$ cat config.mk
export PLATFORM = sky130hd
export DESIGN_NAME = nhfl_chain
export DESIGN_NICKNAME = d
export VERILOG_FILES = /design/src/hdl/nhfl_pkg.sv /design/src/hdl/nhfl_cell.sv /design/src/hdl/nhfl_chain.sv
export SDC_FILE = /design/constraint.sdc
export NUM_CORES = 2
export LEC_CHECK = 0
export BUFFER_PORTS_ARGS = -buffer_cell sky130_fd_sc_hd__buf_2
export CAP_MARGIN = 0
export CORE_MARGIN = 4
export CORE_UTILIZATION = 66
export CTS_CLUSTER_DIAMETER = 30
export DETAILED_ROUTE_END_ITERATION = 6
export PLACE_DENSITY_LB_ADDON = 0.08
export SYNTH_ARGS = -nofsm -noshare
export SYNTH_HDL_FRONTEND = slang
export SYNTH_SLANG_ARGS = --single-unit
$ cat constraint.sdc
create_clock -name clk -period 4.31 [get_ports clk]
set_input_delay 0.431 -clock clk [delete_from_list [all_inputs] [get_ports clk]]
set_output_delay 0.431 -clock clk [all_outputs]
set_load 0.01 [all_outputs]
$ cat src/hdl/nhfl_pkg.sv
// Shared types and constants for the next-hop forwarding lookup block.
`default_nettype none

package nhfl_pkg;

	localparam int KEY_W      = 32;
	localparam int TOK_DATA_W = 64;
	localparam int IDX_W      = 8;
	localparam int MAC_W      = 48;
	localparam int IFN_W      = 16;

	typedef enum logic [1:0] {
		OP_LOOKUP    = 2'd0,
		OP_WR_ROUTE  = 2'd1,
		OP_WR_ARP    = 2'd2,
		OP_WR_DEVICE = 2'd3
	} op_t;

	typedef enum logic [2:0] {
		ST_FORWARDED  = 3'd0,
		ST_NO_ROUTE   = 3'd1,
		ST_NO_ARP     = 3'd2,
		ST_NO_DEVICE  = 3'd3,
		ST_WRITE_DONE = 3'd4
	} status_t;

	// search token passed from cell to cell
	typedef struct packed {
		logic                  vld;
		logic                  hit;
		logic [KEY_W-1:0]      key;
		logic [TOK_DATA_W-1:0] data;
	} tok_t;

	// entry write broadcast to every cell of a table
	typedef struct packed {
		logic                  en;
		logic [IDX_W-1:0]      idx;
		logic [KEY_W-1:0]      key;
		logic [TOK_DATA_W-1:0] data;
	} wr_t;

	typedef struct packed {
		status_t           status;
		logic [MAC_W-1:0]  mac;
		logic [IFN_W-1:0]  ifidx;
	} res_t;

endpackage

`default_nettype wire

$ cat src/hdl/nhfl_cell.sv
// One table entry: stores key and data, matches the passing search token.
`default_nettype none

module nhfl_cell
	import nhfl_pkg::*;
#(
	parameter int IDX    = 0,
	parameter int DATA_W = 64
) (
	input  wire logic clk,
	input  wire logic arst_n,
	input  wire wr_t  wr,
	input  wire tok_t tok_in,
	output tok_t      tok_out
);

	logic [KEY_W-1:0]  key_q;
	logic [DATA_W-1:0] data_q;
	logic              valid_q;
	tok_t              tok_q;
	logic              match;

	assign match   = valid_q && !tok_in.hit && (key_q == tok_in.key);
	assign tok_out = tok_q;

	always_ff @(posedge clk) begin
		if (wr.en && wr.idx == IDX_W'(IDX)) begin
			key_q  <= wr.key;
			data_q <= wr.data[DATA_W-1:0];
		end
	end

	always_ff @(posedge clk or negedge arst_n) begin
		if (!arst_n) begin
			valid_q <= 1'b0;
			tok_q   <= '0;
		end else begin
			if (wr.en && wr.idx == IDX_W'(IDX)) begin
				valid_q <= 1'b1;
			end
			tok_q.vld  <= tok_in.vld;
			tok_q.hit  <= tok_in.hit | match;
			tok_q.key  <= tok_in.key;
			tok_q.data <= match ? TOK_DATA_W'(data_q) : tok_in.data;
		end
	end

endmodule

`default_nettype wire

$ cat src/hdl/nhfl_chain.sv
// Row of entry cells forming one exact-match table; lowest index wins.
`default_nettype none

module nhfl_chain
	import nhfl_pkg::*;
#(
	parameter int ENTRIES = 16,
	parameter int DATA_W  = 64
) (
	input  wire logic clk,
	input  wire logic arst_n,
	input  wire wr_t  wr,
	input  wire tok_t tok_in,
	output tok_t      tok_out
);

	tok_t tok_w [ENTRIES+1];

	assign tok_w[0] = tok_in;
	assign tok_out  = tok_w[ENTRIES];

	for (genvar i = 0; i < ENTRIES; i++) begin : g_cell
		nhfl_cell #(
			.IDX    (i),
			.DATA_W (DATA_W)
		) u_cell (
			.clk     (clk),
			.arst_n  (arst_n),
			.wr      (wr),
			.tok_in  (tok_w[i]),
			.tok_out (tok_w[i+1])
		);
	end

endmodule

`default_nettype wire

==> flow_metrics.tcl <==
set metrics [dict create \
    synth-async-reset-ratio 0.5077 \
    min_path_cells 1 \
    powerDensity_mw_per_mm2 596.7 \
    critPathArrivalTime_ps 3800 \
    vias_per_cell 5.815 \
    cp-start-kind "flop" \
    fp.dieArea_mm2 0.1648 \
    path_max_fanout 26 \
    drv_cap 0 \
    ff2ff_path_depth 6 \
    rrSetupSlack_ps 1290 \
    track_usage 0.3037 \
    num_vias 49690 \
    wl_per_cell_um 28.29 \
    cts_resized 0 \
    cp_num_cells 6 \
    critPathKind "reg -> reg" \
    yosysMostFrequentCell "dfrtp_1" \
    port-buffer-count 302 \
    yosysWarnings 0 \
    antenna_found_initial 11 \
    max-vdd-ir-drop_uv 583.3 \
    cts.path.max_buffers 4 \
    status "complete, no violations" \
    cts_max_level 6 \
    grt_start_max_net_pins 120 \
    drtAntennaViolNets 0 \
    drc 0 \
    netlist_top_cells_count "dfrtp_1, edfxtp_1, mux2_2" \
    die_x_um 406.0 \
    ys_types 26 \
    synthTopCellsByArea "edfxtp_1, dfrtp_1, mux2_2" \
    wl_mm 241.7 \
    fin_area_mm2 0.1297 \
    hold_path.class "in -> reg" \
    p_leak_uw 0.05000 \
    area.growth.synth_to_final_pct 24.04 \
    synth_edf_count 1536 \
    finalMaxSlewViolations 0 \
    synth_top_area_share 0.4412 \
    setup_ws_ps 1290 \
    slew_headroom 0.2674 \
    yosys.area.top_type "edfxtp_1" \
    rsz0062_at_grt "no" \
    finalCritPeriodShare 0.7007 \
    setup_violations 0 \
    critPathTopFamily "simple AND/OR/NAND/NOR gates" \
    place_area_mm2 0.1095 \
    clk_pin_slew_ps 50 \
    row_count 145 \
    drt-pass1-iter-count 7 \
    timing.fmax_mhz 331.1 \
    pre_cts_slack_ps 1228 \
    die_h_um 406.0 \
    overflow 0 \
    final_hold_viol_count 0 \
    nets 6263 \
    initial_utilization 0.6670 \
    clock-sinks 3120 \
    grt_pass1_vias 56600 \
    synth_area_mm2 0.1046 \
    worstMarginPinSlew_ps 1099 \
    grt_pass1_wl_mm 363.1 \
    root_buffer "clkbuf_16" \
    timing.critical_path.buf_inv 1 \
    syn_nets 5226 \
    slowest_delay_ps 530 \
    cts_buffers 534 \
    worst_clock_skew_ps 42.03 \
    cp_slowest_cell "nand3_4" \
    synthCells 5021 \
    yosysSeqAreaShare 0.8203 \
    drive_gt1_frac 0.3615 \
    dp_hpwl_mm 125.3 \
    synth.avg_cell_area_um2 20.82 \
    yosys_register_bits 3120 \
    cp.required_ps 5090 \
    worst_setup_path_end_kind "flop" \
    period_needed_ps 3020 \
    crit_chain "xnor2_1 -> nand4_1 -> nor4_1 -> nand3_4 -> buf_4 -> mux2_2" \
    place.gp.congestion 0.8207 \
    core_area_mm2 0.1568 \
    clk-insertion-delay-late_ps 930 \
    drt-initial-drc-count 4017 \
    tritoncts "done" \
    synth_top_flop_cell "dfrtp_1" \
    io_pins 303 \
]
-- area by class of cell --
type / count / area [µm²]
Antenna cell: 7 / 17.52
Clock buffer: 699 / 15060
Clock inverter: 258 / 3303
Fill cell: 6842 / 27070
Inverter: 4 / 15.01
Multi-Input combinational cell: 1785 / 18020
Sequential cell: 3120 / 85760
Tap cell: 2058 / 2575
Timing Repair Buffer: 613 / 4932
-- metrics by stage --
stage	instances	hold slack, ps	total power (µW)	utilization	setup TNS, ps
floorplan	5021	135.4	33600	-	-1906470
global placement	7395	333.5	34680	0.6983	0
detailed placement	7396	335.6	34760	0.6983	0
CTS	8537	0.5761	77740	0.8272	0
global route	8538	15.12	79530	0.8272	0
finish	8544	31.08	77390	0.8273	0
-- final timing paths --
kind	startpoint	endpoint
min in group asynchronous	arst_n	g_cell[15].u_cell.tok_out[50]
worst min register to register	g_cell[12].u_cell.tok_out[97]	g_cell[13].u_cell.tok_out[97]
worst min-delay path	wr[83]	g_cell[0].u_cell.key_q[19]
worst max register to register	g_cell[6].u_cell.key_q[29]	g_cell[6].u_cell.tok_out[19]
max in group asynchronous	arst_n	g_cell[13].u_cell.tok_out[67]
worst max-delay path	g_cell[6].u_cell.key_q[29]	g_cell[6].u_cell.tok_out[19]
-- sequential cells by signal, summed over array words and instances, names as in the netlist --
signal and count:
g_cell.u_cell.tok_out 1568, g_cell.u_cell.valid_q 16, g_cell.u_cell.key_q 512, g_cell.u_cell.data_q 1024
-- power breakdown --
group,internal [µW],switching [µW]
logic,798,1080
clock network,28700,14200
registers,32200,430
total,61700,15700
-- routing by layer --
metal | up-vias | wire length (µm) | GRT usage
met2 | 1863 | 127600 | 0.5254
met5 | - | 0 | 0
met1 | 26790 | 91170 | 0.3855
li1 | 20570 | - | -
met3 | 466 | 14600 | 0.05990
met4 | 0 | 8396 | 0.1154
-- cell families after synthesis --
group | after synthesis | share of synthesized area
flip-flops | 3120 | 0.8203
AND/OR/NAND/NOR | 247 | 0.01424
XOR/XNOR | 509 | 0.04264
buffers and inverters | 116 | 0.01048
AO/OA/AOI/OAI | 5 | 0.0003231
multiplexers | 1024 | 0.1120
-- worst reg2reg max path, cell delays in order (launching register included) --
cell,delay (ps)
edfxtp_1,410
xnor2_1,370
nand4_1,150
nor4_1,490
nand3_4,530
buf_4,560
mux2_2,370
-- placed cells by master, fill, tap and decap left out, types with 77 or more instances in the layout --
cell type      Yosys  final
buf_2              0    302
buf_4             16     77
clkbuf_1          16     91
clkbuf_16          0    564
dfrtp_1         1584   1584
dlygate4sd3_1      0    184
edfxtp_1        1536   1536
mux2_2           975    975
nand4_1          113    113
xnor2_1          492    492
-- timing repair --
item                       CTS  global route
hold buffers               184             0
buffers inserted             0             0
hold endpoints to repair  1482             0
(Power assumes the default switching activity.)
